==> src/rtl/ma_crossover_trade_tracker_defines.svh <==
// Assertion macros shared by the tracker RTL.
`ifndef MA_CROSSOVER_TRADE_TRACKER_DEFINES_SVH
`define MA_CROSSOVER_TRADE_TRACKER_DEFINES_SVH

// Same-cycle implication, checked while out of reset.
`define MCT_ASSERT_IMPLY(lbl, clk, rst_n, ante, cons) \
    lbl: assert property (@(posedge clk) disable iff (!rst_n) (ante) |-> (cons)) \
        else $error("mct assertion failed");

// Next-cycle implication, checked while out of reset.
`define MCT_ASSERT_NEXT(lbl, clk, rst_n, ante, cons) \
    lbl: assert property (@(posedge clk) disable iff (!rst_n) (ante) |=> (cons)) \
        else $error("mct assertion failed");

`endif

==> src/rtl/mct_pkg.sv <==
// Types, constants and codes of the moving-average crossover trade tracker.
package mct_pkg;

    localparam int PRICE_BITS       = 32;
    localparam int WINDOW_DEPTH_DEF = 64;
    localparam int LEN_BITS         = 7;
    localparam int RET_BITS         = 48;
    localparam int DD_BITS          = 47;
    localparam int FRAC_BITS        = 16;
    localparam int PCT_SCALE        = 100;
    // diff * 100 fits PRICE_BITS + 7 bits
    localparam int NUM_BITS         = PRICE_BITS + 7;
    localparam int QUO_BITS         = NUM_BITS + FRAC_BITS;
    localparam int QUEUE_DEPTH      = 2;

    localparam logic [LEN_BITS-1:0] FAST_LEN_RST = LEN_BITS'(9);
    localparam logic [LEN_BITS-1:0] SLOW_LEN_RST = LEN_BITS'(26);

    // configuration register indexes
    localparam int CFG_IDX_BITS = 1;
    localparam logic [CFG_IDX_BITS-1:0] CFG_FAST_LEN = 1'b0;
    localparam logic [CFG_IDX_BITS-1:0] CFG_SLOW_LEN = 1'b1;

    localparam logic [RET_BITS-1:0] S48_MAX = {1'b0, {(RET_BITS-1){1'b1}}};
    localparam logic [RET_BITS-1:0] S48_MIN = {1'b1, {(RET_BITS-1){1'b0}}};
    localparam logic [DD_BITS-1:0]  DD_MAX  = {DD_BITS{1'b1}};

    typedef enum logic [1:0] {
        POS_FLAT  = 2'd0,
        POS_LONG  = 2'd1,
        POS_SHORT = 2'd2
    } t_pos;

    typedef struct packed {
        logic [31:0] close_price;
        logic        restart;
    } t_in_item;

    typedef struct packed {
        logic [1:0]                 position_now;
        logic                       windows_full;
        logic                       trade_closed;
        logic signed [RET_BITS-1:0] trade_return;
        logic signed [RET_BITS-1:0] total_profit;
        logic [DD_BITS-1:0]         worst_drawdown;
        logic                       price_error;
    } t_out_item;

    // classified item, front to back
    typedef struct packed {
        t_pos                  pos;
        logic                  full;
        logic                  close;
        logic                  err;
        logic                  restart;
        logic [PRICE_BITS-1:0] gain;
        logic [PRICE_BITS-1:0] base;
        logic [PRICE_BITS-1:0] divisor;
    } t_cmd;

endpackage

==> src/rtl/mct_queue.sv <==
// Two-entry command queue between the front and back parts.
module mct_queue (
    input  logic          i_clk,
    input  logic          i_rst_n,
    input  logic          i_push,
    input  mct_pkg::t_cmd i_cmd,
    output logic          o_full,
    input  logic          i_pop,
    output logic          o_empty,
    output mct_pkg::t_cmd o_cmd
);
    import mct_pkg::*;

    localparam int PB = $clog2(QUEUE_DEPTH);
    localparam int CB = $clog2(QUEUE_DEPTH + 1);

    t_cmd          r_mem [QUEUE_DEPTH];
    logic [PB-1:0] r_wp, r_rp;
    logic [CB-1:0] r_cnt;

    assign o_full  = (r_cnt == CB'(QUEUE_DEPTH));
    assign o_empty = (r_cnt == '0);
    assign o_cmd   = r_mem[r_rp];

    // storage
    always_ff @(posedge i_clk) begin
        if (i_push) begin
            r_mem[r_wp] <= i_cmd;
        end
    end

    // pointers and fill count
    always_ff @(posedge i_clk) begin
        if (!i_rst_n) begin
            r_wp  <= '0;
            r_rp  <= '0;
            r_cnt <= '0;
        end else begin
            if (i_push) begin
                r_wp <= (r_wp == PB'(QUEUE_DEPTH - 1)) ? '0 : r_wp + 1'b1;
            end
            if (i_pop) begin
                r_rp <= (r_rp == PB'(QUEUE_DEPTH - 1)) ? '0 : r_rp + 1'b1;
            end
            if (i_push && !i_pop) begin
                r_cnt <= r_cnt + 1'b1;
            end else if (i_pop && !i_push) begin
                r_cnt <= r_cnt - 1'b1;
            end
        end
    end
endmodule

==> config.mk <==
export PLATFORM = sky130hd
export DESIGN_NAME = mct_queue
export DESIGN_NICKNAME = d
export VERILOG_FILES = /design/src/rtl/ma_crossover_trade_tracker_defines.svh /design/src/rtl/mct_pkg.sv /design/src/rtl/mct_queue.sv
export SDC_FILE = /design/constraint.sdc
export NUM_CORES = 1
export LEC_CHECK = 0
export ABC_AREA = 1
export BUFFER_PORTS_ARGS = -buffer_cell sky130_fd_sc_hd__buf_2
export CORE_UTILIZATION = 37
export DETAILED_ROUTE_END_ITERATION = 8
export HOLD_SLACK_MARGIN = 0.06
export PLACE_DENSITY = 0.59
export SYNTH_ARGS = -nofsm -noshare
export SYNTH_HDL_FRONTEND = slang
export SYNTH_SLANG_ARGS = --single-unit
==> constraint.sdc <==
create_clock -name i_clk -period 13.8 [get_ports i_clk]
set_input_delay 4.14 -clock i_clk [delete_from_list [all_inputs] [get_ports i_clk]]
set_output_delay 4.14 -clock i_clk [all_outputs]
set_load 0.03 [all_outputs]
==> out/results.txt <==
Largest net degree at the start of global routing: 70
Hold wc startpoint: r_rp$_SDFFE_PN0P_
Library cells used by synthesis: 15
First-pass GRT wire length: 21.64 mm
Cell row count: 53
Synth area leaders: edfxtp_1 77%, mux2_4 15%, mux2_2 3.1%, dfxtp_1 1.3%, buf_6 1.1%
Fmax achieved: 0.1419 GHz
DR WL/cell: 16.55 microns
Htree depth: 1
Syn. warnings: 0
Total congestion overflow: 0
CTS Root Cell: clkbuf_16
Total I/O pin count: 210
Power, Total: 1.470 mW
Reg clk slew, reported paths: 0.06 ns
Seq/Total Area, Yosys: 78.71%
Total CTS buffers: 22
TritonRoute pass-1 iters: 4
Grt peak-use layer: met2
Sw frac: 23.41%
DR iter-0 viols: 175
Post-synthesis cell area: 0.007910 sq mm
Most frequent cells after synthesis: 204 x edfxtp_1, 80 x mux2_4, 22 x mux2_2
Area growth from synthesis to layout: 25.12%
Die height: 148.2 microns
Number of flops mapped to enable cells by yosys: 204
Crit. End Element: primary output
Worst R2R Start: r_wp$_SDFFE_PN0P_
CP Launch Type: register
CP arrival: 2.91 ns
Synth Instances: 352
Dpl cells: 829
Post-synth ARST share: 0%
TritonCTS clock tree: built
Clock Sinks: 209
Clk buf depth: 3
Max Slew Vio Count: 0
Hpwl dp: 9.022 mm
Met1 usage: 14.60%
Final cell count without fillers: 867
Flop pwr share: 50.9%
Vias per cell: 4.503
RSZ-0062 raised after global routing: no
Outcome: finished, final reports clean
Setup Viol. Count Final: 0
Worst setup path category: register to primary output
Clock Latency Late Sink: 0.49 ns
Combinational share of power: 12.2%
Residual DRC count: 0
Post-synth net total: 459
Core footprint: 0.02102 sq mm
Yosys reg bits: 209
Drt total wl: 14.35 mm
Clock power frac: 36.9%
All-Layer GR Usage: 12.73%
RD Place Congestion: 0.6887
Pleak: 3.902 nW
Max Cap Viol: 0
# fillers: 1827
Post-route antenna net violation count: 0
Number of global-route vias before repair: 4161
Pwr dens: 148.5 mW/mm^2
Internal: 1.126 mW
Vias after detailed routing: 3904
Share of cells above drive strength 1: 58.38%
Initial antenna violation count: 1
Setup TNS: 0 ns
Dominant synthesized flop cell: edfxtp_1
Slew @ Worst Pin: 1.139 ns
Tightest Hold Check Type: register to register
Switch Pwr: 344.1 uW
PostCTS Resize Cnt: 0
Final hold viol count: 0
Die Wd: 148.2 microns
# nets final: 685
Avg Inst Size Synth: 22.47 sq um
CTS Hold Bufs: 0
CP Max Fanout: 59
Max VDD drop: 0.00008725 V
Worst EP required: 9.66 ns
Slew headroom: 24.08%
Post-CTS setup buffer count: 0
Tmin final: 7.047 ns
Met3 usage: 3.773%
# port buffers: 209
Final setup skew: 0.009076 ns
Die area: 0.02197 sq mm
Share of the synthesized area in the top cell type: 77.44%
Most common cell in the synthesized netlist: edfxtp_1
Grt met2 use: 22.72%
Post-synth top area cell: edfxtp_1
Starting Density: 37.63%
Part of the cycle the worst path needs: 51.06%
-- stage by stage --
step | utilization (%) | setup WS [ns] | hold slack [ns] | cell area (sq um)
2_1_floorplan | - | 4.784 | 0.4635 | 7910
3_3_place_gp | 43.94 | 7.214 | 0.4775 | 9236
5_1_grt | 47.07 | 6.571 | 0.5492 | 9894
3_5_place_dp | 43.94 | 7.184 | 0.4997 | 9236
4_1_cts | 47.07 | 6.649 | 0.5159 | 9894
6_report | 47.08 | 6.753 | 0.5082 | 9897
-- registers in the layout, summed over array words and instances, names as in the netlist, named ones only --
signal / flops
r_cnt: 2
r_rp: 1
r_wp: 1
r_mem: 204
-- placed cells by master (no fill, tap or decap), types with 4 or more instances in the layout --
cell	netlist	layout
dfxtp_1	5	4
inv_1	8	7
mux2_2	22	22
nand2_1	8	8
edfxtp_1	204	204
clkbuf_1	0	4
buf_2	2	209
clkinv_1	0	6
clkbuf_16	0	23
mux2_4	80	80
nor2_1	9	8
buf_4	1	4
-- final timing paths --
check | end | slack, ns | depth (start not counted)
worst max-delay path | o_cmd[56] | 6.75 | 3
worst min-delay path | register | 0.51 | 2
worst max register to register | r_mem[1][64]$_DFFE_PP_ | 11.60 | 3
worst min register to register | register | 0.51 | 2
-- kinds of logic (layout without fill, tap and decap cells) --
group / after synthesis / count (layout) / synth area share, %
compound gates: 2 / 2 / 0.1264
fa+ha+maj: 1 / 1 / 0.1582
buf+inv: 19 / 258 / 1.740
flops: 209 / 209 / 78.71
mux: 102 / 102 / 18.32
other cells: 0 / 1 / 0
simple gates: 19 / 19 / 0.9490
-- cell type report --
class | count | area, sq um | share of cell area, %
clock inverter | 10 | 67.56 | 0.6827
multi-input combinational | 124 | 1554 | 15.70
sequential | 209 | 6230 | 62.95
clock buffer | 27 | 590.6 | 5.967
timing repair buffer | 213 | 1076 | 10.87
tap | 275 | 344.1 | 3.477
antenna | 1 | 2.502 | 0.02528
inverter | 8 | 32.53 | 0.3287
-- power by group through the flow --
| stage | clock network [mW] | logic (mW) | registers [mW] |
|---|---|---|---|
| 5_1_grt | 0.585 | 0.191 | 0.751 |
| 6_report | 0.542 | 0.179 | 0.748 |
| 3_5_place_dp | 0 | 0.182 | 0.762 |
| 3_3_place_gp | 0 | 0.179 | 0.760 |
| 4_1_cts | 0.559 | 0.183 | 0.749 |
| 2_1_floorplan | 0 | 0.132 | 0.758 |
-- critical path, cell delays in order, from the launching register on --
cell     delay [ns]
dfxtp_4        0.80
buf_4          0.89
mux2_4         0.36
buf_2          0.18
-- routing by layer --
metal,routed length (microns),up-vias
li1,-,1828
met1,5670,1915
met2,7307,142
met3,1116,19
met4,251,0
met5,0,-
No activity file was read; power rests on OpenSTA's default activity.
