===== config.mk =====
export PLATFORM = sky130hd
export DESIGN_NAME = mct_back
export DESIGN_NICKNAME = d
export VERILOG_FILES = /design/src/rtl/ma_crossover_trade_tracker_defines.svh /design/src/rtl/mct_pkg.sv /design/src/rtl/mct_back.sv
export SDC_FILE = /design/constraint.sdc
export NUM_CORES = 1
export LEC_CHECK = 0
export BUFFER_PORTS_ARGS = -buffer_cell sky130_fd_sc_hd__buf_2
export CAP_MARGIN = 20
export CORE_ASPECT_RATIO = 0.8
export CORE_MARGIN = 2
export CORE_UTILIZATION = 35
export DETAILED_ROUTE_END_ITERATION = 10
export PLACE_DENSITY = 0.56
export SYNTH_ARGS = -nofsm -noshare
export SYNTH_HDL_FRONTEND = slang
export SYNTH_SLANG_ARGS = --single-unit

===== constraint.sdc =====
create_clock -name i_clk -period 27.4 [get_ports i_clk]
set_input_delay 0 -clock i_clk [delete_from_list [all_inputs] [get_ports i_clk]]
set_output_delay 0 -clock i_clk [all_outputs]
set_load 0.01 [all_outputs]

===== src/rtl/ma_crossover_trade_tracker_defines.svh =====
// Assertion macros shared by the tracker RTL.
`ifndef MA_CROSSOVER_TRADE_TRACKER_DEFINES_SVH
`define MA_CROSSOVER_TRADE_TRACKER_DEFINES_SVH

// Same-cycle implication, checked while out of reset.
`define MCT_ASSERT_IMPLY(lbl, clk, rst_n, ante, cons) \
    lbl: assert property (@(posedge clk) disable iff (!rst_n) (ante) |-> (cons)) \
        else $error("mct assertion failed");

// Next-cycle implication, checked while out of reset.
`define MCT_ASSERT_NEXT(lbl, clk, rst_n, ante, cons) \
    lbl: assert property (@(posedge clk) disable iff (!rst_n) (ante) |=> (cons)) \
        else $error("mct assertion failed");

`endif


===== src/rtl/mct_pkg.sv =====
// Types, constants and codes of the moving-average crossover trade tracker.
package mct_pkg;

    localparam int PRICE_BITS       = 32;
    localparam int WINDOW_DEPTH_DEF = 64;
    localparam int LEN_BITS         = 7;
    localparam int RET_BITS         = 48;
    localparam int DD_BITS          = 47;
    localparam int FRAC_BITS        = 16;
    localparam int PCT_SCALE        = 100;
    // diff * 100 fits PRICE_BITS + 7 bits
    localparam int NUM_BITS         = PRICE_BITS + 7;
    localparam int QUO_BITS         = NUM_BITS + FRAC_BITS;
    localparam int QUEUE_DEPTH      = 2;

    localparam logic [LEN_BITS-1:0] FAST_LEN_RST = LEN_BITS'(9);
    localparam logic [LEN_BITS-1:0] SLOW_LEN_RST = LEN_BITS'(26);

    // configuration register indexes
    localparam int CFG_IDX_BITS = 1;
    localparam logic [CFG_IDX_BITS-1:0] CFG_FAST_LEN = 1'b0;
    localparam logic [CFG_IDX_BITS-1:0] CFG_SLOW_LEN = 1'b1;

    localparam logic [RET_BITS-1:0] S48_MAX = {1'b0, {(RET_BITS-1){1'b1}}};
    localparam logic [RET_BITS-1:0] S48_MIN = {1'b1, {(RET_BITS-1){1'b0}}};
    localparam logic [DD_BITS-1:0]  DD_MAX  = {DD_BITS{1'b1}};

    typedef enum logic [1:0] {
        POS_FLAT  = 2'd0,
        POS_LONG  = 2'd1,
        POS_SHORT = 2'd2
    } t_pos;

    typedef struct packed {
        logic [31:0] close_price;
        logic        restart;
    } t_in_item;

    typedef struct packed {
        logic [1:0]                 position_now;
        logic                       windows_full;
        logic                       trade_closed;
        logic signed [RET_BITS-1:0] trade_return;
        logic signed [RET_BITS-1:0] total_profit;
        logic [DD_BITS-1:0]         worst_drawdown;
        logic                       price_error;
    } t_out_item;

    // classified item, front to back
    typedef struct packed {
        t_pos                  pos;
        logic                  full;
        logic                  close;
        logic                  err;
        logic                  restart;
        logic [PRICE_BITS-1:0] gain;
        logic [PRICE_BITS-1:0] base;
        logic [PRICE_BITS-1:0] divisor;
    } t_cmd;

endpackage


===== src/rtl/mct_back.sv =====
// Back part: divides out the trade return, books profit, peak and drawdown.
module mct_back (
    input  logic               i_clk,
    input  logic               i_rst_n,
    input  logic               i_q_empty,
    output logic               o_q_pop,
    input  mct_pkg::t_cmd      i_q_cmd,
    output logic               o_out_valid,
    input  logic               i_out_ready,
    output mct_pkg::t_out_item o_out_item
);
    import mct_pkg::*;

    localparam int CW = $clog2(QUO_BITS + 1);

    typedef enum logic [2:0] {
        B_IDLE, B_MUL, B_DIV, B_RET, B_PROF, B_PEAK, B_DD, B_OUT
    } t_bstate;

    t_bstate                    r_state;
    t_cmd                       r_cmd;
    logic                       r_neg;
    logic [QUO_BITS-1:0]        r_quo;
    logic [PRICE_BITS-1:0]      r_rem;
    logic [CW-1:0]              r_cnt;
    logic signed [RET_BITS-1:0] r_ret, r_profit, r_peak;
    logic [DD_BITS-1:0]         r_dd;

    logic                  neg, qbit, sat;
    logic [PRICE_BITS-1:0] diff, rem_next;
    logic [PRICE_BITS:0]   rem_sh;
    logic [RET_BITS-1:0]   mag;
    logic [RET_BITS:0]     psum, dd_raw;
    logic [DD_BITS-1:0]    dd_cl;

    assign o_q_pop = (r_state == B_IDLE) && !i_q_empty;

    // sign and magnitude of the price move
    always_comb begin
        neg  = (r_cmd.gain < r_cmd.base);
        diff = neg ? r_cmd.base - r_cmd.gain : r_cmd.gain - r_cmd.base;
    end

    // one restoring divide step
    always_comb begin
        rem_sh   = {r_rem, r_quo[QUO_BITS-1]};
        qbit     = (rem_sh >= {1'b0, r_cmd.divisor});
        rem_next = qbit ? PRICE_BITS'(rem_sh - {1'b0, r_cmd.divisor})
                        : rem_sh[PRICE_BITS-1:0];
    end

    // saturation, profit sum and drawdown
    always_comb begin
        sat    = (r_quo[QUO_BITS-1:RET_BITS-1] != '0);
        mag    = r_quo[RET_BITS-1:0];
        psum   = {r_profit[RET_BITS-1], r_profit} + {r_ret[RET_BITS-1], r_ret};
        dd_raw = {r_peak[RET_BITS-1], r_peak} - {r_profit[RET_BITS-1], r_profit};
        dd_cl  = (dd_raw[RET_BITS:DD_BITS] != '0) ? DD_MAX : dd_raw[DD_BITS-1:0];
    end

    // back sequencer and output register
    always_ff @(posedge i_clk) begin
        if (!i_rst_n) begin
            r_state     <= B_IDLE;
            r_profit    <= '0;
            r_peak      <= '0;
            r_dd        <= '0;
            o_out_valid <= 1'b0;
        end else begin
            // taken result frees the register unless a new one loads now
            if (o_out_valid && i_out_ready && (r_state != B_OUT)) begin
                o_out_valid <= 1'b0;
            end
            case (r_state)
                B_IDLE: begin
                    if (o_q_pop) begin
                        r_cmd <= i_q_cmd;
                        r_ret <= '0;
                        if (i_q_cmd.restart) begin
                            r_profit <= '0;
                            r_peak   <= '0;
                            r_dd     <= '0;
                        end
                        r_state <= i_q_cmd.close ? B_MUL : B_OUT;
                    end
                end
                B_MUL: begin
                    r_neg   <= neg;
                    r_quo   <= {NUM_BITS'(NUM_BITS'(diff) * NUM_BITS'(PCT_SCALE)),
                                {FRAC_BITS{1'b0}}};
                    r_rem   <= '0;
                    r_cnt   <= CW'(QUO_BITS);
                    r_state <= B_DIV;
                end
                B_DIV: begin
                    r_quo <= {r_quo[QUO_BITS-2:0], qbit};
                    r_rem <= rem_next;
                    r_cnt <= r_cnt - 1'b1;
                    if (r_cnt == CW'(1)) begin
                        r_state <= B_RET;
                    end
                end
                B_RET: begin
                    if (r_cmd.divisor == '0) begin
                        r_ret <= '0;
                    end else if (sat) begin
                        r_ret <= r_neg ? S48_MIN : S48_MAX;
                    end else begin
                        r_ret <= r_neg ? ~mag + 1'b1 : mag;
                    end
                    r_state <= B_PROF;
                end
                B_PROF: begin
                    if (psum[RET_BITS] != psum[RET_BITS-1]) begin
                        r_profit <= psum[RET_BITS] ? S48_MIN : S48_MAX;
                    end else begin
                        r_profit <= psum[RET_BITS-1:0];
                    end
                    r_state <= B_PEAK;
                end
                B_PEAK: begin
                    if (r_profit > r_peak) begin
                        r_peak <= r_profit;
                    end
                    r_state <= B_DD;
                end
                B_DD: begin
                    if (dd_cl > r_dd) begin
                        r_dd <= dd_cl;
                    end
                    r_state <= B_OUT;
                end
                B_OUT: begin
                    if (!o_out_valid || i_out_ready) begin
                        o_out_valid                <= 1'b1;
                        o_out_item.position_now   <= r_cmd.pos;
                        o_out_item.windows_full   <= r_cmd.full;
                        o_out_item.trade_closed   <= r_cmd.close;
                        o_out_item.trade_return   <= r_ret;
                        o_out_item.total_profit   <= r_profit;
                        o_out_item.worst_drawdown <= r_dd;
                        o_out_item.price_error    <= r_cmd.err;
                        r_state                   <= B_IDLE;
                    end
                end
                default: r_state <= B_IDLE;
            endcase
        end
    end
endmodule


==> flow_metrics.py <==
metrics = {
    "pwr": {
        "pwr-share-comb": 0.612,
        "vdd_drop_max_mv": 0.119,
        "switchingPower_mw": 2.45,
        "p_leak_nw": 17.2,
        "clkPwrFrac": 0.154,
        "power_mw": 5.48,
        "p_int_mw": 3.03,
        "switching_share": 0.447,
        "p_per_area_mw_per_mm2": 133,
        "seqPwrFrac": 0.233,
    },
    "setup_path": {
        "cp.required_ns": 27.85,
        "critPathCaptureType": "register",
        "critPathMaxFanout": 27,
        "crit_arrival_ns": 7.98,
        "critPathTopFamily": "compound AO/OA/AOI/OAI gates",
        "reg2reg_slack_ns": 19.87,
        "cp-start-kind": "register",
        "reg2reg_to": "r_quo[54]",
        "worst-path-buf-inv": 5,
        "cpMaxStageDelayCell": "fa_1",
        "critical_path_class": "register to register",
        "reg2reg_depth": 28,
        "r2r_start": "r_cmd[64]",
        "max_stage_delay_ns": 0.53,
        "cp_num_cells": 28,
    },
    "routing": {
        "avgRoutedWirePerCell_um": 18.0,
        "drt_wl_total_mm": 96.5,
        "drcViolationCount": 0,
        "detail-route-antenna-nets": 0,
        "initialDrtViolationCount": 2266,
        "vias": 27900,
        "drt-pass1-iter-count": 5,
        "viasPerCell": 5.21,
    },
    "finish": {
        "fin_area_mm2": 0.0413,
        "final_nets": 4463,
        "diodes": 0,
        "final_cell_mix": "edfxtp_1 (391), inv_1 (383), ha_1 (347), a21oi_1 (303), nand2_1 (271)",
        "area_growth_syn_to_layout_pct": 15.8,
        "final_common_cell": "edfxtp_1",
        "layout-drive-gt1-share": 0.111,
        "fillers": 9957,
    },
    "yosys": {
        "yosysWarnings": 0,
        "synth_edf_count": 391,
        "yosysUniqueCellTypes": 101,
        "synthesis.area_mm2": 0.0357,
        "async_reset_ff_frac": 0,
        "synth_cells": 3688,
        "ys_seq_area_frac": 0.412,
        "ys_ff_latch": 538,
        "synth-main-ff-cell": "edfxtp_1",
        "avgSynthCellArea_um2": 9.67,
        "synth_nets": 4172,
    },
    "placement": {
        "globalplace.congestion": 0.894,
        "dpl.hpwl_mm": 72.3,
        "postPlaceCellArea_mm2": 0.0382,
        "io_buffers": 255,
    },
    "timing": {
        "skew_ns": 0.0749,
        "finalCriticalPeriod_ns": 7.53,
        "rsz0062_at_grt": "false",
        "slew_viol_final": 0,
        "whs_ns": 0.0454,
        "slew_headroom": 0.341,
        "setup_tns_ns": 0,
        "finalHoldViolCount": 0,
        "setup_viol": 0,
        "final_min_period_over_clock_period": 0.275,
        "worst_slew_pin_slew_ns": 0.984,
        "max_freq_mhz": 133,
    },
    "clocking": {
        "path_clk_slew_ns": 0.06,
        "hold_buffers": 106,
        "ctsRootBufferMaster": "clkbuf_16",
        "clk_path_buf_depth": 3,
        "clock-sinks": 538,
        "cts_tree": "built",
        "ctsResizeCount": 0,
        "insertion_delay_ns": 0.69,
        "post_cts_buffers": 0,
        "cts_made_buffers": 60,
        "h-tree-depth": 2,
    },
    "hold_path": {
        "hold-path-cell-count": 2,
        "hp-class": "input port to register",
        "hp-start": "i_q_cmd[100]",
        "hold_end": "r_cmd[100]",
    },
    "floorplan": {
        "die_y_um": 290,
        "fp.dieArea_mm2": 0.105,
        "num_io_pins": 256,
        "start_util": 0.354,
        "die_width_um": 361,
        "fp.coreArea_mm2": 0.101,
        "rows": 104,
    },
    "global_route": {
        "overflow": 0,
        "grt_max_degree": 149,
        "first_global_vias": 26500,
        "grt_usage": 0.181,
        "grt_pass1_wl_mm": 152,
        "antenna_found_initial": 1,
    },
    "job": {
        "drv_cap": 0,
    },
    "status": {
        "outcome": "complete, no violations",
    },
}
## cells by family after synthesis
group / after synthesis / synth area share
multiplexers: 82 / 0.0233
buffers and inverters: 536 / 0.0591
flip-flops: 538 / 0.412
AND/OR/NAND/NOR: 914 / 0.124
AO/OA/AOI/OAI: 1050 / 0.196
adder cells (fa/ha/maj): 380 / 0.140
XOR/XNOR: 188 / 0.0462
## flip-flops by register name, indices dropped and copies added, names as in the netlist, 3 cells and up
register	flops
r_quo	55
r_profit	48
r_cnt	6
r_ret	48
r_state	3
r_dd	47
r_rem	32
r_peak	48
r_cmd	101
o_out_item	148
## cell usage after synthesis (27+ instances only)
library cell | n | area (um2)
dfxtp_1 | 147 | 2940
nor2b_1 | 29 | 181
o21a_1 | 27 | 203
a22o_1 | 49 | 429
a21o_1 | 133 | 998
clkbuf_1 | 110 | 413
a211oi_1 | 30 | 225
a221o_1 | 47 | 470
o21bai_1 | 51 | 383
ha_1 | 347 | 4340
mux2i_1 | 77 | 771
a31oi_1 | 30 | 188
edfxtp_1 | 391 | 11700
nand2_1 | 272 | 1020
xor2_1 | 70 | 613
xnor2_1 | 118 | 1030
o21ai_0 | 196 | 981
nand2b_1 | 29 | 181
nand4_1 | 49 | 307
inv_1 | 383 | 1440
nor2_1 | 256 | 961
nand3_1 | 54 | 270
fa_1 | 31 | 621
and2_1 | 33 | 206
a21oi_1 | 303 | 1520
nor3_1 | 45 | 225
buf_2 | 27 | 135
## worst max path at each step
| stage | from | to | slack [ns] |
|---|---|---|---|
| after floorplan | r_state[2] | o_out_item[0] | 14.92 |
| after global placement | r_cmd[64] | r_quo[54] | 20.02 |
| after detailed placement | r_cmd[64] | r_quo[54] | 19.96 |
| after CTS | r_cmd[64] | r_quo[54] | 19.90 |
| after global routing | r_cmd[64] | r_quo[42] | 19.33 |
| final | r_cmd[64] | r_quo[54] | 19.87 |
## power by group through the flow
stage	clock network, mW	logic [mW]	registers (mW)
after CTS	0.870	3.35	1.28
after global placement	0	3.29	1.29
final	0.846	3.35	1.28
after global routing	0.905	3.80	1.29
after detailed placement	0	3.31	1.30
after floorplan	0	2.60	1.23
## cell type report
cell class / count / area [um2] / share of cell area
multi-input combinational: 2614 / 18900 / 0.459
sequential: 538 / 14700 / 0.356
timing repair buffer: 381 / 2500 / 0.0605
tap: 1325 / 1660 / 0.0401
clock buffer: 70 / 1550 / 0.0375
inverter: 384 / 1440 / 0.0350
clock inverter: 44 / 520 / 0.0126
## metrics by stage
step,instances,worst slack [ns],utilization
global placement,5136,20.02,0.379
finish,5356,19.87,0.410
detailed placement,5136,19.96,0.379
CTS,5356,19.90,0.410
floorplan,3688,14.92,-
global route,5356,19.33,0.410
## worst register-to-register path: cells and delay by family (launching register included)
kind                       cells  cell delay, ns
muxes                          1            0.37
and+or+nand+nor                5            0.99
adders and majority gates      6            1.96
AOI/OAI and AO/OA             10            2.76
xor gates and xnor gates       1            0.26
buffers and inverters          5            0.61
DFF                            1            0.39
## per-layer routing
| layer | up-vias | global-route usage | part of all wire |
|---|---|---|---|
| li1 | 14000 | - | - |
| met1 | 13100 | 0.268 | 0.50 |
| met2 | 705 | 0.274 | 0.42 |
| met3 | 132 | 0.0289 | 0.054 |
| met4 | 0 | 0.0435 | 0.021 |
| met5 | - | 0 | 0 |
(Power assumes the default switching activity.)
