**config.mk**
```make
export PLATFORM = sky130hd
export DESIGN_NAME = mct_front
export DESIGN_NICKNAME = d
export VERILOG_FILES = /design/src/rtl/ma_crossover_trade_tracker_defines.svh /design/src/rtl/mct_pkg.sv /design/src/rtl/mct_ram.sv /design/src/rtl/mct_front.sv
export SDC_FILE = /design/constraint.sdc
export NUM_CORES = 2
export LEC_CHECK = 0
export BUFFER_PORTS_ARGS = -buffer_cell sky130_fd_sc_hd__buf_2
export CAP_MARGIN = 20
export CORE_AREA = 5 5 454 456
export DETAILED_ROUTE_END_ITERATION = 7
export DIE_AREA = 0 0 459 461
export PLACE_DENSITY_LB_ADDON = 0.05
export SLEW_MARGIN = 30
export SYNTH_ARGS = -nofsm -noshare
export SYNTH_HDL_FRONTEND = slang
export SYNTH_SLANG_ARGS = --single-unit
```
**constraint.sdc**
```tcl
create_clock -name i_clk -period 10.3 [get_ports i_clk]
set_clock_uncertainty 0.15 [all_clocks]
set_input_delay 2.06 -clock i_clk [delete_from_list [all_inputs] [get_ports i_clk]]
set_output_delay 2.06 -clock i_clk [all_outputs]
set_load 0.005 [all_outputs]
```
**src/rtl/ma_crossover_trade_tracker_defines.svh**
```systemverilog
// Assertion macros shared by the tracker RTL.
`ifndef MA_CROSSOVER_TRADE_TRACKER_DEFINES_SVH
`define MA_CROSSOVER_TRADE_TRACKER_DEFINES_SVH

// Same-cycle implication, checked while out of reset.
`define MCT_ASSERT_IMPLY(lbl, clk, rst_n, ante, cons) \
    lbl: assert property (@(posedge clk) disable iff (!rst_n) (ante) |-> (cons)) \
        else $error("mct assertion failed");

// Next-cycle implication, checked while out of reset.
`define MCT_ASSERT_NEXT(lbl, clk, rst_n, ante, cons) \
    lbl: assert property (@(posedge clk) disable iff (!rst_n) (ante) |=> (cons)) \
        else $error("mct assertion failed");

`endif

```
**src/rtl/mct_pkg.sv**
```systemverilog
// Types, constants and codes of the moving-average crossover trade tracker.
package mct_pkg;

    localparam int PRICE_BITS       = 32;
    localparam int WINDOW_DEPTH_DEF = 64;
    localparam int LEN_BITS         = 7;
    localparam int RET_BITS         = 48;
    localparam int DD_BITS          = 47;
    localparam int FRAC_BITS        = 16;
    localparam int PCT_SCALE        = 100;
    // diff * 100 fits PRICE_BITS + 7 bits
    localparam int NUM_BITS         = PRICE_BITS + 7;
    localparam int QUO_BITS         = NUM_BITS + FRAC_BITS;
    localparam int QUEUE_DEPTH      = 2;

    localparam logic [LEN_BITS-1:0] FAST_LEN_RST = LEN_BITS'(9);
    localparam logic [LEN_BITS-1:0] SLOW_LEN_RST = LEN_BITS'(26);

    // configuration register indexes
    localparam int CFG_IDX_BITS = 1;
    localparam logic [CFG_IDX_BITS-1:0] CFG_FAST_LEN = 1'b0;
    localparam logic [CFG_IDX_BITS-1:0] CFG_SLOW_LEN = 1'b1;

    localparam logic [RET_BITS-1:0] S48_MAX = {1'b0, {(RET_BITS-1){1'b1}}};
    localparam logic [RET_BITS-1:0] S48_MIN = {1'b1, {(RET_BITS-1){1'b0}}};
    localparam logic [DD_BITS-1:0]  DD_MAX  = {DD_BITS{1'b1}};

    typedef enum logic [1:0] {
        POS_FLAT  = 2'd0,
        POS_LONG  = 2'd1,
        POS_SHORT = 2'd2
    } t_pos;

    typedef struct packed {
        logic [31:0] close_price;
        logic        restart;
    } t_in_item;

    typedef struct packed {
        logic [1:0]                 position_now;
        logic                       windows_full;
        logic                       trade_closed;
        logic signed [RET_BITS-1:0] trade_return;
        logic signed [RET_BITS-1:0] total_profit;
        logic [DD_BITS-1:0]         worst_drawdown;
        logic                       price_error;
    } t_out_item;

    // classified item, front to back
    typedef struct packed {
        t_pos                  pos;
        logic                  full;
        logic                  close;
        logic                  err;
        logic                  restart;
        logic [PRICE_BITS-1:0] gain;
        logic [PRICE_BITS-1:0] base;
        logic [PRICE_BITS-1:0] divisor;
    } t_cmd;

endpackage

```
**src/rtl/mct_ram.sv**
```systemverilog
// Generic single-write, single-read RAM with registered read data.
module mct_ram #(
    parameter int WIDTH = 32,
    parameter int DEPTH = 64
) (
    input  logic                     i_clk,
    input  logic                     i_we,
    input  logic [$clog2(DEPTH)-1:0] i_waddr,
    input  logic [WIDTH-1:0]         i_wdata,
    input  logic [$clog2(DEPTH)-1:0] i_raddr,
    output logic [WIDTH-1:0]         o_rdata
);
    logic [WIDTH-1:0] r_mem [DEPTH];

    always_ff @(posedge i_clk) begin
        if (i_we) begin
            r_mem[i_waddr] <= i_wdata;
        end
        o_rdata <= r_mem[i_raddr];
    end
endmodule

```
**src/rtl/mct_front.sv**
```systemverilog
// Front part: takes prices, keeps the ring and window sums, classifies crossings.
module mct_front #(
    parameter int WINDOW_DEPTH = mct_pkg::WINDOW_DEPTH_DEF
) (
    input  logic                            i_clk,
    input  logic                            i_rst_n,
    input  logic                            i_in_valid,
    output logic                            o_in_ready,
    input  mct_pkg::t_in_item               i_in_item,
    input  logic [mct_pkg::LEN_BITS-1:0]    i_fast_len,
    input  logic [mct_pkg::LEN_BITS-1:0]    i_slow_len,
    input  logic                            i_q_full,
    output logic                            o_q_push,
    output mct_pkg::t_cmd                   o_q_cmd
);
    import mct_pkg::*;

    localparam int AW = $clog2(WINDOW_DEPTH);
    localparam int LW = $clog2(WINDOW_DEPTH + 1);
    localparam int SW = PRICE_BITS + LW;
    localparam int MW = SW + LW;
    localparam logic [AW-1:0] LAST_IDX = AW'(WINDOW_DEPTH - 1);
    localparam logic [LW-1:0] DEPTH_L  = LW'(WINDOW_DEPTH);

    typedef enum logic [2:0] {F_IDLE, F_SUM, F_MUL, F_CMP, F_PUSH} t_fstate;

    t_fstate               r_state;
    logic [AW-1:0]         r_wr, r_rd_ptr;
    logic [LW-1:0]         r_seen, r_k, r_dk;
    logic [SW-1:0]         r_fast, r_slow;
    logic [MW-1:0]         r_pf, r_ps;
    t_pos                  r_pos;
    logic [PRICE_BITS-1:0] r_entry, r_price;
    logic                  r_restart, r_rd_valid;
    t_cmd                  r_cmd;

    logic [LW-1:0]         fl, sl, max_len, n_cnt, base_seen;
    logic [AW-1:0]         base_wr;
    t_pos                  base_pos, n_pos;
    logic [PRICE_BITS-1:0] base_entry, price, n_entry, rd_data;
    logic                  accept, wr_en, issue, full;
    t_cmd                  n_cmd, err_cmd;

    function automatic logic [LW-1:0] clamp_len(input logic [LEN_BITS-1:0] r);
        int unsigned v;
        v = 32'(r);
        if (v == 0) begin
            v = 1;
        end else if (v > WINDOW_DEPTH) begin
            v = WINDOW_DEPTH;
        end
        return LW'(v);
    endfunction

    assign o_in_ready = (r_state == F_IDLE);
    assign accept     = i_in_valid && o_in_ready;
    assign price      = i_in_item.close_price[PRICE_BITS-1:0];
    assign o_q_push   = (r_state == F_PUSH) && !i_q_full;
    assign o_q_cmd    = r_cmd;

    // effective lengths and read count
    always_comb begin
        fl      = clamp_len(i_fast_len);
        sl      = clamp_len(i_slow_len);
        max_len = (fl > sl) ? fl : sl;
        n_cnt   = (r_seen < max_len) ? r_seen : max_len;
        issue   = (r_state == F_SUM) && (r_k < n_cnt);
    end

    // state as seen after an optional restart, and the zero-price command
    always_comb begin
        base_seen       = i_in_item.restart ? '0 : r_seen;
        base_wr         = i_in_item.restart ? '0 : r_wr;
        base_pos        = i_in_item.restart ? POS_FLAT : r_pos;
        base_entry      = i_in_item.restart ? '0 : r_entry;
        wr_en           = accept && (price != '0);
        err_cmd         = '0;
        err_cmd.pos     = base_pos;
        err_cmd.full    = (base_seen >= sl);
        err_cmd.err     = 1'b1;
        err_cmd.restart = i_in_item.restart;
    end

    // crossing decision
    always_comb begin
        full          = (r_seen >= sl);
        n_pos         = r_pos;
        n_entry       = r_entry;
        n_cmd         = '0;
        n_cmd.full    = full;
        n_cmd.restart = r_restart;
        if (full && (r_pf > r_ps) && (r_pos != POS_LONG)) begin
            if (r_pos == POS_SHORT) begin
                n_cmd.close   = 1'b1;
                n_cmd.gain    = r_entry;
                n_cmd.base    = r_price;
                n_cmd.divisor = r_price;
            end
            n_pos   = POS_LONG;
            n_entry = r_price;
        end else if (full && (r_pf < r_ps) && (r_pos != POS_SHORT)) begin
            if (r_pos == POS_LONG) begin
                n_cmd.close   = 1'b1;
                n_cmd.gain    = r_price;
                n_cmd.base    = r_entry;
                n_cmd.divisor = r_entry;
            end
            n_pos   = POS_SHORT;
            n_entry = r_price;
        end
        n_cmd.pos = n_pos;
    end

    mct_ram #(.WIDTH(PRICE_BITS), .DEPTH(WINDOW_DEPTH)) u_ring (
        .i_clk   (i_clk),
        .i_we    (wr_en),
        .i_waddr (base_wr),
        .i_wdata (price),
        .i_raddr (r_rd_ptr),
        .o_rdata (rd_data)
    );

    // front sequencer
    always_ff @(posedge i_clk) begin
        if (!i_rst_n) begin
            r_state    <= F_IDLE;
            r_wr       <= '0;
            r_seen     <= '0;
            r_pos      <= POS_FLAT;
            r_entry    <= '0;
            r_rd_valid <= 1'b0;
        end else begin
            r_rd_valid <= issue;
            case (r_state)
                F_IDLE: begin
                    if (accept) begin
                        r_pos     <= base_pos;
                        r_entry   <= base_entry;
                        r_restart <= i_in_item.restart;
                        r_price   <= price;
                        r_k       <= '0;
                        r_dk      <= '0;
                        r_fast    <= '0;
                        r_slow    <= '0;
                        r_rd_ptr  <= base_wr;
                        if (price == '0) begin
                            r_seen  <= base_seen;
                            r_wr    <= base_wr;
                            r_cmd   <= err_cmd;
                            r_state <= F_PUSH;
                        end else begin
                            r_seen  <= (base_seen == DEPTH_L) ? DEPTH_L : base_seen + 1'b1;
                            r_wr    <= (base_wr == LAST_IDX) ? '0 : base_wr + 1'b1;
                            r_state <= F_SUM;
                        end
                    end
                end
                F_SUM: begin
                    if (issue) begin
                        r_k      <= r_k + 1'b1;
                        r_rd_ptr <= (r_rd_ptr == '0) ? LAST_IDX : r_rd_ptr - 1'b1;
                    end
                    if (r_rd_valid) begin
                        r_dk <= r_dk + 1'b1;
                        if (r_dk < fl) begin
                            r_fast <= r_fast + SW'(rd_data);
                        end
                        if (r_dk < sl) begin
                            r_slow <= r_slow + SW'(rd_data);
                        end
                    end
                    if (!issue && !r_rd_valid) begin
                        r_state <= F_MUL;
                    end
                end
                F_MUL: begin
                    r_pf    <= MW'(r_fast) * MW'(sl);
                    r_ps    <= MW'(r_slow) * MW'(fl);
                    r_state <= F_CMP;
                end
                F_CMP: begin
                    r_pos   <= n_pos;
                    r_entry <= n_entry;
                    r_cmd   <= n_cmd;
                    r_state <= F_PUSH;
                end
                F_PUSH: begin
                    if (!i_q_full) begin
                        r_state <= F_IDLE;
                    end
                end
                default: r_state <= F_IDLE;
            endcase
        end
    end
endmodule

```
==> results.md <==
* Worst Path Arrival at 8060 ps
* FF+latch count, synth at 2424
* Vias in the first global route at 61700
* Core ar. at 201000 um^2
* Rows at 165
* Post-Syn Instances at 6666
* Port buffer count at 154
* Final RePlAce weighted congestion at 0.867
* Synthesis Warnings at 0
* Endpoint class of the critical path: flip-flop
* Num ports at 155
* Slew @ Worst Pin at 1010 ps
* WHS at 319 ps
* Final setup TNS at 0 ps
* Final instance area at 127000 um^2
* Largest cells by area after synthesis: edfxtp_1 (62%), mux4_2 (13%), fa_1 (6.5%)
* Commonest non-fill, non-tap cell in the layout: edfxtp_1
* First drt pass iteration count at 6
* Share of async-settable or async-resettable flops after synthesis at 0
* Post-layout min period at 7600 ps
* Final Max Tran Viols at 0
* Crit-path max FO at 38
* Final hold vios at 0
* Most area-hungry cell type in the Yosys netlist: edfxtp_1
* Die area at 212000 um^2
* Post-CTS Repair Setup Buffers at 0
* Ys flop type: edfxtp_1
* Most frequent cells in the layout: edfxtp_1 (2341), mux4_2 (672), inv_1 (436)
* Leak at 44.6 nW
* Synth Area per Inst at 17.1 um^2
* Clock Path Buffers at 3
* Dpl cells at 9327
* Area of the multi-input gates at 39600 um^2
* CTS tree: yes
* Cts-stage hold buffer count at 0
* First-pass GRT wire length at 427000 um
* RSZ-0062 raised after global routing: no
* Chip Height at 461 um
* Final ANT Viol Nets at 0
* Max cap viols at 0
* Routed vias/inst at 6.24
* CTS Buf Count at 236
* DP Area at 119000 um^2
* Layout net count at 7610
* Drt total wl at 290000 um
* H-tree depth at 4
* Cell variety after synth at 103
* Initial DRC Count at 6384
* Pwr/cell area at 249 nW/um^2
* Clock slew at reported path FFs at 60 ps
* Crit Path Class: in2reg
* Fillers at 14300
* # resized after CTS at 0
* Period utilization at 0.738
* Fraction of layout cells with a size suffix above 1 at 0.206
* Final setup viols at 0
* Starting Density at 0.566
* Syn Std Cell Area at 114000 um^2
* Critical path required time at 10770 ps
* Largest net degree at the start of global routing at 147
* Clk sinks at 2424
* GRT overflow at 0
* Status: complete, no violations
* Residual DRC at 0
* Number of synthesized flops with an enable pin at 2341
* DR WL/cell at 29.7 um
* Worst min path class: reg2reg
* DR vias at 61000
* Register area share after synthesis at 0.631
* Net Count, Synth at 7377
* Post-DP HPWL at 184000 um
* Fmax at 132 MHz
* Chip Width at 459 um
* Latest clock arrival within the worst-skew pair at 890 ps
* Final non-filler cell total at 9780
* Critical Path Source Type: primary input
* Initial antenna violation count at 17
* Gr usage total at 0.278
* Relative slew slack at 0.327
* P&R area growth vs syn at 11.0%
* Register area at 72000 um^2
* Maximum vdd drop at 0.182 mV
* Root Buffer: clkbuf_16
* Area fraction of the dominant cell type after synthesis at 0.617
## layout make-up
cell class	count	share of cell area
multi-input cells	3485	0.313
clock buffers	309	0.0500
clock inverters	133	0.0113
flip-flops and latches	2424	0.569
well taps	2672	0.0264
inverters	437	0.0130
diodes	5	0.0000989
repair buffers	315	0.0177
## metrics by stage
stage	power, mW	worst slack [ps]	utilization
global route	33.2	2390	0.629
floorplan	19.7	379	-
CTS	31.7	2840	0.628
detailed placement	23.1	1890	0.589
finish	31.5	2700	0.629
global placement	23.1	1940	0.588
## registers in the layout (all words and copies together) (netlist names), 2 cells and up
register and flops:
r_pos 2, r_pf 46, o_q_cmd 70, r_rd_ptr 6
r_k 7, u_ring.r_mem 2048, r_entry 32, r_slow 39
r_ps 46, r_fast 39, r_price 32, r_seen 7
r_dk 7, r_state 3, u_ring.o_rdata 32, r_wr 6
## cell usage after synthesis (all sizes together), types with 63 or more instances
master  count
a22o       64
inv       437
a21o       79
a21oi     184
nand2     345
and2      401
mux4      672
edfxtp   2341
buf       115
o21ai     127
fa        370
ha        290
nor2      249
xor2       63
dfxtp      83
clkbuf    203
xnor2      92
## where the power goes
part           internal (mW)  switching [mW]  total (mW)
combinational           4.68            6.16        10.8
sequential              11.5           0.618        12.1
clock                   4.87            3.74        8.61
total                   21.0            10.5        31.5
## critical path: stages
cell and delay, ps:
buf_2 490, buf_4 410, nor2b_2 90, buf_4 270, and2_1 240, fa_1 500, fa_1 510, fa_1 520
inv_1 60, fa_1 480, inv_1 50, ha_1 370, a211oi_1 240, nor2_1 110, o41ai_2 410, nand3_1 150
o21ai_1 340, o21ai_1 230, a41o_1 280, a21oi_1 170, xnor2_1 80
## worst paths after layout
kind	startpoint	slack (ps)	endpoint	cells after the start
worst max-delay path	i_slow_len[6]	2700	r_pf[45]	21
worst min-delay path	r_rd_valid	320	r_state[0]	2
worst max register to register	r_slow[13]	4540	r_ps[44]	17
worst min register to register	r_rd_valid	320	r_state[0]	2
## logic make-up (layout without fill, tap and decap cells)
kind of cell | count (synthesis) | after routing | synth area share
AOI/OAI and AO/OA | 655 | 655 | 0.0384
xor gates and xnor gates | 155 | 155 | 0.0119
adders and majority gates | 660 | 660 | 0.0968
buffers and inverters | 757 | 1194 | 0.0274
DFF | 2424 | 2424 | 0.631
muxes | 711 | 711 | 0.136
other | 0 | 5 | 0
and+or+nand+nor | 1304 | 1304 | 0.0582
## layer usage
| layer | up-vias | wire, um | global-route usage |
|---|---|---|---|
| met1 | 32300 | 121000 | 0.403 |
| li1 | 26000 | - | - |
| met3 | 362 | 21000 | 0.0446 |
| met5 | - | 28 | 0 |
| met2 | 2350 | 140000 | 0.449 |
| met4 | 4 | 8080 | 0.0698 |
No activity file was read; power rests on OpenSTA's default activity.
